## config.mk

```make
export PLATFORM = sky130hd
export DESIGN_NAME = two_round_feistel_byte_cipher_unit_flat
export DESIGN_NICKNAME = d
export VERILOG_FILES = /design/src/rtl/core/fbc_pkg.sv /design/src/rtl/core/fbc_if.sv /design/src/rtl/core/two_round_feistel_byte_cipher_unit.sv /design/src/rtl/core/fbc_key_sched.sv /design/src/rtl/core/fbc_datapath.sv /design/src/flat_wrapper.sv
export SDC_FILE = /design/constraint.sdc
export NUM_CORES = 1
export LEC_CHECK = 0
export BUFFER_PORTS_ARGS = -buffer_cell sky130_fd_sc_hd__buf_4
export CAP_MARGIN = 20
export CORE_MARGIN = 1
export CORE_UTILIZATION = 50
export CTS_CLUSTER_DIAMETER = 200
export DETAILED_ROUTE_END_ITERATION = 8
export GPL_ROUTABILITY_DRIVEN = 0
export HOLD_SLACK_MARGIN = 0.06
export PLACE_DENSITY = 0.79
export RECOVER_POWER = 25
export SLEW_MARGIN = 5
export SYNTH_ARGS = -nofsm -noshare
export SYNTH_HDL_FRONTEND = slang
export SYNTH_HIERARCHICAL = 1
export SYNTH_SLANG_ARGS = --single-unit
```

## constraint.sdc

```tcl
create_clock -name clk_i -period 2.16 [get_ports clk_i]
set_input_delay 0.216 -clock clk_i [delete_from_list [all_inputs] [get_ports clk_i]]
set_output_delay 0.216 -clock clk_i [all_outputs]
set_load 0.005 [all_outputs]
```

## src/rtl/core/fbc_pkg.sv

```systemverilog
// Package for the two-round Feistel byte cipher: permutation tables, S-boxes,
// the key schedule and round helper functions, and shared types.
// No dependencies.
package fbc_pkg;

  localparam int unsigned KeyW   = 10;
  localparam int unsigned BlockW = 8;

  localparam logic [KeyW-1:0] KeyReset = 10'd255;

  // S-boxes: index is {row, col}, row = {n[3], n[0]}, col = n[2:1].
  localparam logic [1:0] SBOX_A [16] = '{
    2'd1, 2'd0, 2'd2, 2'd3, 2'd3, 2'd1, 2'd0, 2'd2,
    2'd2, 2'd0, 2'd3, 2'd1, 2'd1, 2'd3, 2'd2, 2'd0
  };
  localparam logic [1:0] SBOX_B [16] = '{
    2'd0, 2'd3, 2'd1, 2'd2, 2'd3, 2'd2, 2'd0, 2'd1,
    2'd1, 2'd0, 2'd3, 2'd2, 2'd2, 2'd1, 2'd3, 2'd0
  };

  // Permutation tables list source bit positions counted from the MSB.
  localparam logic [1:0] EXPAND [8]  = '{2'd3, 2'd0, 2'd1, 2'd2, 2'd1, 2'd2, 2'd3, 2'd0};
  localparam logic [1:0] PERM4  [4]  = '{2'd1, 2'd0, 2'd3, 2'd2};
  localparam logic [3:0] PERM10 [10] = '{4'd9, 4'd7, 4'd3, 4'd8, 4'd0,
                                         4'd2, 4'd6, 4'd5, 4'd1, 4'd4};
  localparam logic [2:0] PERM8  [8]  = '{3'd3, 3'd1, 3'd7, 3'd5, 3'd0, 3'd6, 3'd4, 3'd2};

  typedef struct packed {
    logic [BlockW-1:0] k1;
    logic [BlockW-1:0] k2;
  } subkeys_t;

  function automatic logic [9:0] perm10(input logic [9:0] v);
    logic [9:0] r;
    r = '0;
    for (int j = 0; j < 10; j++) begin
      r[9-j] = v[4'd9 - PERM10[j]];
    end
    return r;
  endfunction

  function automatic logic [7:0] perm8(input logic [7:0] v);
    logic [7:0] r;
    r = '0;
    for (int j = 0; j < 8; j++) begin
      r[7-j] = v[3'd7 - PERM8[j]];
    end
    return r;
  endfunction

  function automatic logic [7:0] expand(input logic [3:0] v);
    logic [7:0] r;
    r = '0;
    for (int j = 0; j < 8; j++) begin
      r[7-j] = v[2'd3 - EXPAND[j]];
    end
    return r;
  endfunction

  function automatic logic [3:0] perm4(input logic [3:0] v);
    logic [3:0] r;
    r = '0;
    for (int j = 0; j < 4; j++) begin
      r[3-j] = v[2'd3 - PERM4[j]];
    end
    return r;
  endfunction

  function automatic logic [1:0] sbox_a(input logic [3:0] n);
    return SBOX_A[{n[3], n[0], n[2:1]}];
  endfunction

  function automatic logic [1:0] sbox_b(input logic [3:0] n);
    return SBOX_B[{n[3], n[0], n[2:1]}];
  endfunction

  // Expansion, subkey mix and both S-boxes; P4 follows in the next stage.
  function automatic logic [3:0] sbox_layer(input logic [3:0] right,
                                             input logic [7:0] subkey);
    logic [7:0] x;
    x = expand(right) ^ subkey;
    return {sbox_a(x[7:4]), sbox_b(x[3:0])};
  endfunction

  // Both subkeys from the master key. Rotations are fixed wiring.
  function automatic subkeys_t key_schedule(input logic [9:0] key);
    logic [9:0] p;
    logic [4:0] hi1, lo1, hi3, lo3;
    subkeys_t   s;
    p     = perm10(key);
    hi1   = {p[8:5], p[9]};
    lo1   = {p[3:0], p[4]};
    hi3   = {hi1[2:0], hi1[4:3]};
    lo3   = {lo1[2:0], lo1[4:3]};
    s.k1  = perm8({hi1[2:0], lo1});
    s.k2  = perm8({hi3[2:0], lo3});
    return s;
  endfunction

endpackage

```

## src/rtl/core/fbc_if.sv

```systemverilog
// Valid/ready channel interfaces for the byte cipher: plaintext in, result out.
// Depends on fbc_pkg for field widths.
interface fbc_in_if;
  logic                          valid;
  logic                          ready;
  logic [fbc_pkg::BlockW-1:0]    plaintext;

  modport source (output valid, output plaintext, input ready);
  modport sink   (input valid, input plaintext, output ready);
endinterface

interface fbc_out_if;
  logic                          valid;
  logic                          ready;
  logic [fbc_pkg::BlockW-1:0]    ciphertext;
  logic [fbc_pkg::BlockW-1:0]    round_one_out;

  modport source (output valid, output ciphertext, output round_one_out, input ready);
  modport sink   (input valid, input ciphertext, input round_one_out, output ready);
endinterface

```

## src/rtl/core/two_round_feistel_byte_cipher_unit.sv

```systemverilog
// Top level of the two-round Feistel byte cipher.
// Depends on fbc_pkg, fbc_if, fbc_key_sched and fbc_datapath.
//
// Usage:
//   plain_i  - sink channel; one beat carries an 8-bit plaintext block.
//   cipher_o - source channel; one beat per plaintext carries the ciphertext
//              (after round two, halves not swapped) and round_one_out (the
//              block after round one, halves swapped).
//   cfg_we_i / cfg_wdata_i - write the 10-bit master key. Write only while
//              the pipeline is empty; both subkeys are derived and registered
//              at the write, so a new key applies from the next beat.
// Path: an accepted input beat passes the stage one, stage two and output
// registers to cipher_o. Throughput: one beat per cycle while cipher_o.ready is
// high; the three pipeline stages (round one S-boxes, round one mix plus round
// two S-boxes, round two mix) each take a new block every cycle unless stalled.
// Reset: all stage valids clear, the pipeline is empty and the key is 255.
// Stall: when cipher_o.ready is low the output register holds its beat;
// empty stages behind it keep filling, and plain_i.ready drops only once
// every stage holds a beat. Nothing is lost or repeated.
module two_round_feistel_byte_cipher_unit (
  input  logic                      clk_i,
  input  logic                      rst_ni,
  input  logic                      cfg_we_i,
  input  logic [fbc_pkg::KeyW-1:0]  cfg_wdata_i,
  fbc_in_if.sink                    plain_i,
  fbc_out_if.source                 cipher_o
);

  fbc_pkg::subkeys_t subkeys;

  // Key register and schedule; subkeys are stable between writes.
  fbc_key_sched u_key_sched (
    .clk_i       (clk_i),
    .rst_ni      (rst_ni),
    .cfg_we_i    (cfg_we_i),
    .cfg_wdata_i (cfg_wdata_i),
    .subkeys_o   (subkeys)
  );

  // Round pipeline with per-stage valids and a ready chain.
  fbc_datapath u_datapath (
    .clk_i     (clk_i),
    .rst_ni    (rst_ni),
    .subkeys_i (subkeys),
    .in_i      (plain_i),
    .out_o     (cipher_o)
  );

endmodule

```

## src/rtl/core/fbc_key_sched.sv

```systemverilog
// Key register and subkey schedule for the byte cipher.
// Depends on fbc_pkg (key_schedule, subkeys_t).
module fbc_key_sched (
  input  logic                       clk_i,
  input  logic                       rst_ni,
  input  logic                       cfg_we_i,
  input  logic [fbc_pkg::KeyW-1:0]   cfg_wdata_i,
  output fbc_pkg::subkeys_t          subkeys_o
);

  fbc_pkg::subkeys_t subkeys_d, subkeys_q;

  // Derive the subkeys once, at the write.
  always_comb begin
    subkeys_d = subkeys_q;
    if (cfg_we_i) begin
      subkeys_d = fbc_pkg::key_schedule(cfg_wdata_i);
    end
  end

  always_ff @(posedge clk_i or negedge rst_ni) begin
    if (!rst_ni) begin
      subkeys_q <= fbc_pkg::key_schedule(fbc_pkg::KeyReset);
    end else begin
      subkeys_q <= subkeys_d;
    end
  end

  assign subkeys_o = subkeys_q;

endmodule

```

## src/rtl/core/fbc_datapath.sv

```systemverilog
// Three-stage pipeline of the two Feistel rounds with valid/ready flow control.
// Depends on fbc_pkg and the fbc_in_if / fbc_out_if interfaces.
module fbc_datapath (
  input  logic               clk_i,
  input  logic               rst_ni,
  input  fbc_pkg::subkeys_t  subkeys_i,
  fbc_in_if.sink             in_i,
  fbc_out_if.source          out_o
);

  // Stage valids and advance enables.
  logic v1_q, v2_q, v3_q;
  logic adv1, adv2, adv3;

  // Stage 1: round one S-box output and the block.
  logic [7:0] blk1_q;
  logic [3:0] s1_q;
  // Stage 2: round one result (swapped) and round two S-box output.
  logic [7:0] first2_q, first2_d;
  logic [3:0] s2_q, s2_d;
  logic [3:0] mix1;
  // Stage 3: output register.
  logic [7:0] ct3_q, ct3_d;
  logic [7:0] r1_3_q;

  assign adv3 = !v3_q || out_o.ready;
  assign adv2 = !v2_q || adv3;
  assign adv1 = !v1_q || adv2;
  assign in_i.ready = adv1;

  always_comb begin
    mix1     = fbc_pkg::perm4(s1_q) ^ blk1_q[7:4];
    first2_d = {blk1_q[3:0], mix1};
    s2_d     = fbc_pkg::sbox_layer(first2_d[3:0], subkeys_i.k2);
    ct3_d    = {fbc_pkg::perm4(s2_q) ^ first2_q[7:4], first2_q[3:0]};
  end

  always_ff @(posedge clk_i or negedge rst_ni) begin
    if (!rst_ni) begin
      v1_q <= 1'b0;
      v2_q <= 1'b0;
      v3_q <= 1'b0;
    end else begin
      if (adv1) v1_q <= in_i.valid;
      if (adv2) v2_q <= v1_q;
      if (adv3) v3_q <= v2_q;
    end
  end

  // Payload moves only with a valid beat; hold while stalled.
  always_ff @(posedge clk_i) begin
    if (adv1 && in_i.valid) begin
      blk1_q <= in_i.plaintext;
      s1_q   <= fbc_pkg::sbox_layer(in_i.plaintext[3:0], subkeys_i.k1);
    end
    if (adv2 && v1_q) begin
      first2_q <= first2_d;
      s2_q     <= s2_d;
    end
    if (adv3 && v2_q) begin
      ct3_q  <= ct3_d;
      r1_3_q <= first2_q;
    end
  end

  assign out_o.valid         = v3_q;
  assign out_o.ciphertext    = ct3_q;
  assign out_o.round_one_out = r1_3_q;

endmodule

```

## src/flat_wrapper.sv

```systemverilog
// flat-port wrapper written by rule: the top's interface ports become plain ports
module two_round_feistel_byte_cipher_unit_flat 
  (clk_i, rst_ni, cfg_we_i, cfg_wdata_i, plain_i_valid, plain_i_plaintext, plain_i_ready, cipher_o_valid, cipher_o_ciphertext, cipher_o_round_one_out, cipher_o_ready);
  fbc_in_if plain_i_i ();
  fbc_out_if cipher_o_i ();
  input  logic clk_i;
  input  logic rst_ni;
  input  logic cfg_we_i;
  input  logic [fbc_pkg::KeyW-1:0] cfg_wdata_i;
  input wire logic [$bits(plain_i_i.valid)-1:0] plain_i_valid;
  input wire logic [$bits(plain_i_i.plaintext)-1:0] plain_i_plaintext;
  output wire logic [$bits(plain_i_i.ready)-1:0] plain_i_ready;
  output wire logic [$bits(cipher_o_i.valid)-1:0] cipher_o_valid;
  output wire logic [$bits(cipher_o_i.ciphertext)-1:0] cipher_o_ciphertext;
  output wire logic [$bits(cipher_o_i.round_one_out)-1:0] cipher_o_round_one_out;
  input wire logic [$bits(cipher_o_i.ready)-1:0] cipher_o_ready;
  assign plain_i_i.valid = plain_i_valid;
  assign plain_i_i.plaintext = plain_i_plaintext;
  assign plain_i_ready = plain_i_i.ready;
  assign cipher_o_valid = cipher_o_i.valid;
  assign cipher_o_ciphertext = cipher_o_i.ciphertext;
  assign cipher_o_round_one_out = cipher_o_i.round_one_out;
  assign cipher_o_i.ready = cipher_o_ready;
  two_round_feistel_byte_cipher_unit u_core (.clk_i(clk_i), .rst_ni(rst_ni), .cfg_we_i(cfg_we_i), .cfg_wdata_i(cfg_wdata_i), .plain_i(plain_i_i), .cipher_o(cipher_o_i));
endmodule
```

==> results of run 1 <==
-- registers in the layout, summed over array words and instances (netlist names) --
signal	cells
u_core/u_datapath/first2_q	8
u_core/u_datapath/out_o.valid	1
u_core/u_key_sched/subkeys_o	10
u_core/u_datapath/s1_q	4
u_core/u_datapath/blk1_q	8
u_core/u_datapath/out_o.ciphertext	8
u_core/u_datapath/v1_q	1
u_core/u_datapath/out_o.round_one_out	4
u_core/u_datapath/s2_q	4
u_core/u_datapath/v2_q	1
-- cells by family (layout without fill, tap and decap cells) --
| logic type | Yosys count | count (layout) |
|---|---|---|
| AO/OA/AOI/OAI | 13 | 13 |
| XOR/XNOR | 31 | 31 |
| buffers and inverters | 11 | 49 |
| flip-flops | 49 | 49 |
| multiplexers | 14 | 14 |
| AND/OR/NAND/NOR | 20 | 20 |
-- power breakdown --
group | switching, W | internal, W
combinational | 0.000261 | 0.000319
clock | 0.000280 | 0.000344
sequential | 0.0000746 | 0.00122
-- repair_timing --
action / CTS / global route
resized for setup: 0 / 0
hold buffers: 1 / 0
buffers inserted: 0 / 0
setup endpoints to repair: 0 / 0
hold endpoints to repair: 13 / 0
-- final timing paths --
| kind | start | end | slack (ps) | cells past startpoint |
|---|---|---|---|---|
| min | plain_i_valid | u_core/u_datapath/v1_q | 110 | 2 |
| max reg2reg | u_core/u_datapath/s1_q[3] | u_core/u_datapath/s2_q[3] | 520 | 4 |
| min reg2reg | u_core/u_datapath/blk1_q[0] | u_core/u_datapath/first2_q[4] | 420 | 0 |
| max | u_core/u_datapath/s1_q[3] | u_core/u_datapath/s2_q[3] | 520 | 4 |
| max in group asynchronous | rst_ni | u_core/u_key_sched/subkeys_o[12] | 1260 | 2 |
| min in group asynchronous | rst_ni | u_core/u_datapath/v1_q | 460 | 2 |
-- routing by layer --
metal	global-route usage	part of all wire	wire length, um	vias to the layer above
met5	0	0	0	-
met3	0.0585	0.063	200	8
met2	0.265	0.52	1660	43
li1	-	-	-	553
met1	0.156	0.39	1250	547
met4	0.0567	0.018	56	0
-- placed cells by master (no fill, tap or decap) --
cell	count
nor2b_1	1
mux2i_1	3
mux2_4	10
xnor2_2	1
xor2_2	3
dlygate4sd3_1	1
dfstp_2	8
nand2b_1	7
a21o_1	1
xnor2_1	12
clkbuf_8	5
clkbuf_4	4
o211ai_1	1
and2_1	3
nand2_1	5
bufinv_16	1
clkbuf_1	6
dfrtp_1	5
clkinv_2	1
buf_4	31
a211oi_1	1
o21ai_0	3
nor3_1	1
xor3_1	1
mux2_2	1
o22a_1	1
xnor3_1	1
o22ai_1	1
xor2_1	11
xor3_2	2
edfxtp_1	36
a21oi_1	4
a31oi_1	1
and3_1	1
nand3_1	1
nor3b_1	1
-- final cells by class --
class | instances | area share
Sequential cell | 49 | 0.540
Clock buffer | 6 | 0.0276
Timing Repair Buffer | 41 | 0.111
Tap cell | 52 | 0.0248
Clock inverter | 2 | 0.0133
Multi-Input combinational cell | 78 | 0.284
-- stage by stage --
step,instances,cell area (sq um),setup WS [ps]
floorplan,138,2250,664
global placement,219,2530,638
detailed placement,219,2530,531
CTS,228,2640,527
global route,228,2630,457
finish,228,2630,520
-- synthesized netlist by cell type --
library cell | count | area share
xnor2_1 | 12 | 0.047
xor3_2 | 2 | 0.022
dfstp_2 | 8 | 0.094
nor3_1 | 1 | 0.0022
dfrtp_1 | 5 | 0.056
and3_1 | 1 | 0.0028
buf_6 | 1 | 0.0050
buf_4 | 10 | 0.033
nor3b_1 | 1 | 0.0033
xor3_1 | 1 | 0.011
xnor2_2 | 1 | 0.0072
mux2i_1 | 3 | 0.013
mux2_4 | 10 | 0.067
o22ai_1 | 1 | 0.0028
and2_1 | 3 | 0.0084
mux2_2 | 1 | 0.0050
o21ai_0 | 3 | 0.0067
nand2_1 | 5 | 0.0084
xnor3_1 | 1 | 0.010
a31oi_1 | 1 | 0.0028
nand3_1 | 1 | 0.0022
o22a_1 | 1 | 0.0039
a211oi_1 | 1 | 0.0033
nand2b_1 | 7 | 0.019
a21o_1 | 1 | 0.0033
a21oi_1 | 4 | 0.0089
xor2_1 | 11 | 0.043
nor2b_1 | 1 | 0.0028
o211ai_1 | 1 | 0.0033
xor2_2 | 3 | 0.022
edfxtp_1 | 36 | 0.48
==> results.md, run 1 <==
- Synth warnings: 6
- Unrepaired setup endpoints after global routing: no
- Max IR drop VDD: between 0.4 and 0.5 mV
- Register Area: 0.00142 sq mm
- Clock Skew: between 6 and 7 ps
- Leak: roughly 1.1 nW
- Slew Limit Fails: 0
- Initial antenna violation count: 0
- # port buffers: 40
- Global-route wire length before repair: about 5400 um
- CTS clock-pin slew for the worst setup and hold paths: approximately 80 ps
- Crit path max-delay family: XOR/XNOR gates
- Worst-path cell chain: xor3_2, nand2b_1, xnor2_1, o22ai_1
- Final nets: just under 200
- Die Area: 0.00477 sq mm
- Worst hold slack: ~110 ps
- WL final: roughly 3200 um
- Ant. Diodes: 0
- Sequential area share after synthesis: 0.630
- Crit Path Category: reg -> reg
- Clock Sinks: 49
- CP Launch Type: flip-flop
- Yosys reg bits: 49
- Critical path endpoint category: flip-flop
- Drt first-iter violations: 63
- Crit path max-delay cell type: edfxtp_1
- Vias: 1,151
- CORE AREA: 0.00432 sq mm
- # DRC: 0
- Worst-Skew Late Latency: 290 ps
- Vias per cell: between 5 and 6
- Number of global-route vias before repair: ~1,200
- Worst Tran Pin Value: slightly below 700 ps
- GRT Resource Usage Total: 0.149
- Post-Route Utilization: 0.607
- Maximum clock path buffer count: 2
- Largest family of logic cells by synthesized area: XOR/XNOR gates
- Area of the multi-input gates: about 740 sq um
- Synth Area in XOR/XNOR: 0.161
- Initial Util: 0.520
- CTS tree: built
- Die Span Y: 69.0 um
- Die Wd: ~69 um
- Syn nets: 161
- H-tree lvl count: 2
- Post-Syn Area: roughly 0.0022 sq mm
- Final hold vios: 0
- Area share of and/or/nand/nor cells after synthesis: 0.0496
- Area grow syn2layout: 16.8%
- Post-synthesis cell count: approximately 140
- Site Rows: 24
- Crit share post-route: 0.759
- Clk root buf: clkbuf_8
- TNS Setup: 0 ps
- Top fanout value on the critical path: 5
- Worst relative slew slack: 0.546
- First-pass iteration count of the detailed router: 4
- Total power: roughly 0.0025 W
- Worst path max stage delay: about 460 ps
- Final setup vio count: 0
- Synth Area in Adders: 0
- HP Class: in -> reg
- Post-synthesis area per instance: about 16 sq um
- Drt wl/cell: ~14 um
- Tmin final: 1640 ps
- Largest net degree at the start of global routing: 16
- Worst Path Buf+Inv: 0
- Max Freq: 610 MHz
- Cts bufs inserted: 5
- Outcome: finished, final reports clean
- Filler cell count: about 330
- Antenna violation net count after detailed routing: 0
- Multiplexer share of the synthesized area: 0.0852
- Post-synth cell types: 31
- Share of cells above drive strength 1: 0.381
- Critical Path AT: around 1700 ps
- HPWL Detailed: 2480 um
- Max Cap Viol: 0
- Io pins: 41
- Compound-gate portion of the synthesized area: 0.0351
- Gr ovfl total: 0
- Critical Path RT: about 2200 ps
- Pwr/cell area: ~950 mW/mm^2
(Power assumes the default switching activity.)
==> inputs of run 2 (changes only) <==
==> constraint.sdc (replaced) <==
create_clock -name clk_i -period 1.59 [get_ports clk_i]
set_input_delay 0.159 -clock clk_i [delete_from_list [all_inputs] [get_ports clk_i]]
set_output_delay 0.159 -clock clk_i [all_outputs]
set_load 0.005 [all_outputs]
==> run 2 against run 1 <==
The flow now finishes with violations (setup timing). Critical path type unchanged. Worst hold slack worse by 17 ps. Global-route usage is 0.65 points higher. Combinational power is 50% higher. Sequential power is 36% higher.
==> results.md, run 2 (same netlist as run 1, synthesis figures left out) <==
- Crit share post-route: 1.01
- Crit path max-delay family: XOR/XNOR gates
- TNS Setup: -14.3 ps
- Io pins: just over 40
- Number of global-route vias before repair: 1,269
- Clock Skew: approximately 3.5 ps
- Worst-Skew Late Latency: slightly below 300 ps
- CORE AREA: 0.00432 sq mm
- Outcome: finished with violations
- H-tree lvl count: 2
- Clock Sinks: 49
- CTS clock-pin slew for the worst setup and hold paths: ~80 ps
- GRT Resource Usage Total: 0.155
- Worst Tran Pin Value: 676 ps
- Critical Path Stages: 4
- Placed cell count: around 220
- Hold depth: 2
- Fin area: approximately 0.0027 sq mm
- Slew Limit Fails: 0
- Crit Path Category: reg -> reg
- R2R setup slack: -10 ps
- Final hold vios: 0
- Worst hold endpoint: u_core/u_key_sched/subkeys_o[5]
- Die Area: around 0.0048 sq mm
- Clk root buf: clkbuf_8
- Commonest cells after routing, fill and taps aside: buf_4 (41), edfxtp_1 (36), xnor2_1 (11), mux2_4 (11), xor2_1 (9)
- Max Cap Viol: 0
- First-pass iteration count of the detailed router: 4
- Non-filler instance count after layout: between 200 and 250
- WL final: about 3400 um
- Tmin final: between 1500 and 2000 ps
- Die Wd: slightly below 70 um
- Vias per cell: a little over 5
- Leak: between 1 and 1.5 nW
- Worst-path cell chain: xnor3_2, xnor2_2, mux2i_1, xnor2_1
- Worst path max stage delay: about 610 ps
- Maximum clock path buffer count: 2
- Area grow syn2layout: 22.2%
- Critical path endpoint category: flip-flop
- Top fanout value on the critical path: 4
- Unrepaired setup endpoints after global routing: yes
- Ant. Diodes: 0
- Drt first-iter violations: 21
- Max IR drop VDD: between 0.6 and 0.7 mV
- Vias: ~1,200
- Number of flip-flops under the largest register name: 10
- Worst R2R Path Depth: 4
- Die Span Y: between 60 and 70 um
- Largest net degree at the start of global routing: 15
- Worst Path Buf+Inv: 0
- Initial Util: 0.520
- CP Launch Type: flip-flop
- Area of placed instances: around 0.0025 sq mm
- Total power: around 0.0035 W
- Most common cell after layout, fill and taps aside: buf_4
- Share of cells above drive strength 1: 0.406
- Crit path max-delay cell type: dfstp_2
- Pwr/cell area: 1260 mW/mm^2
- Violated checks: setup timing
- Min setup slack post-route: -14.3 ps
- Final setup vio count: 1
- Gr ovfl total: 0
- Drt wl/cell: between 10 and 15 um
- Site Rows: 24
- # DRC: 0
- FF-to-FF Start: u_core/u_key_sched/subkeys_o[3]
- Max Freq: between 600 and 700 MHz
- HP Class: in -> reg
- Critical Path RT: approximately 1600 ps
- Initial antenna violation count: 0
- Antenna violation net count after detailed routing: 0
- # port buffers: 40
- Final nets: about 210
- Global-route wire length before repair: a little under 6000 um
- Critical Path AT: 1640 ps
- Worst relative slew slack: 0.549
- CTS tree: built
- Reg2reg end: u_core/u_datapath/s2_q[0]
- Hold Crit Start: cfg_wdata_i[4]
- Cts bufs inserted: 5
[run 2: worst max-delay path by stage]
stage | endpoint | start | slack (ps)
final | u_core/u_datapath/s2_q[0] | u_core/u_key_sched/subkeys_o[3] | -10
after global routing | u_core/u_datapath/s2_q[0] | u_core/u_key_sched/subkeys_o[3] | -70
after CTS | u_core/u_datapath/s2_q[0] | u_core/u_datapath/s1_q[3] | 0.9
after detailed placement | u_core/u_datapath/s2_q[3] | u_core/u_datapath/s1_q[3] | -20
after global placement | u_core/u_datapath/s2_q[1] | u_core/u_datapath/blk1_q[4] | 70
after floorplan | u_core/u_datapath/s2_q[3] | u_core/u_datapath/s1_q[3] | 90
[run 2: routing by layer]
layer	vias to the layer above	part of all wire	global-route usage	wire length, um
met1	581	0.38	0.166	1310
met4	0	0.017	0.0635	59
li1	573	-	-	-
met2	56	0.54	0.284	1840
met3	7	0.066	0.0453	228
met5	-	0	0	0
[run 2: where the power goes]
group / leakage, nW / internal [W] / switching, W
Clock: 0.0528 / 0.000464 / 0.000367
Sequential: 0.487 / 0.00165 / 0.000105
Combinational: 0.575 / 0.000491 / 0.000380
Total: 1.12 / 0.00261 / 0.000852
[run 2: repair_timing]
| action | CTS | global route |
|---|---|---|
| resized for setup | 2 | 3 |
| hold buffers | 6 | 0 |
| pin swaps | 1 | 0 |
| hold endpoints to repair | 18 | 0 |
| endpoints found under the setup margin | 3 | 4 |
| buffers inserted | 2 | 2 |
[run 2: final cells by class]
class,count,area (sq um)
sequential,49,1420
tap,52,65.1
clock buffer,6,72.6
timing repair buffer,52,387
multi-input combinational,78,772
clock inverter,2,33.8
fill,332,1580
[run 2: per-stage QoR]
| step | worst slack (ps) | utilization | hold WS (ps) |
|---|---|---|---|
| after floorplan | 94.4 | - | -137 |
| after global placement | 67.6 | 0.588 | 5.56 |
| after detailed placement | -19.7 | 0.588 | 10.7 |
| after CTS | 0.901 | 0.631 | 69.4 |
| after global routing | -66.1 | 0.635 | 86.6 |
| final | -14.3 | 0.635 | 94.3 |
[run 2: worst reg2reg max path: cells and delay by family, from the launching register on]
kind	cells	cell delay, ps
flops	1	610
mux	1	110
xor+xnor	3	650
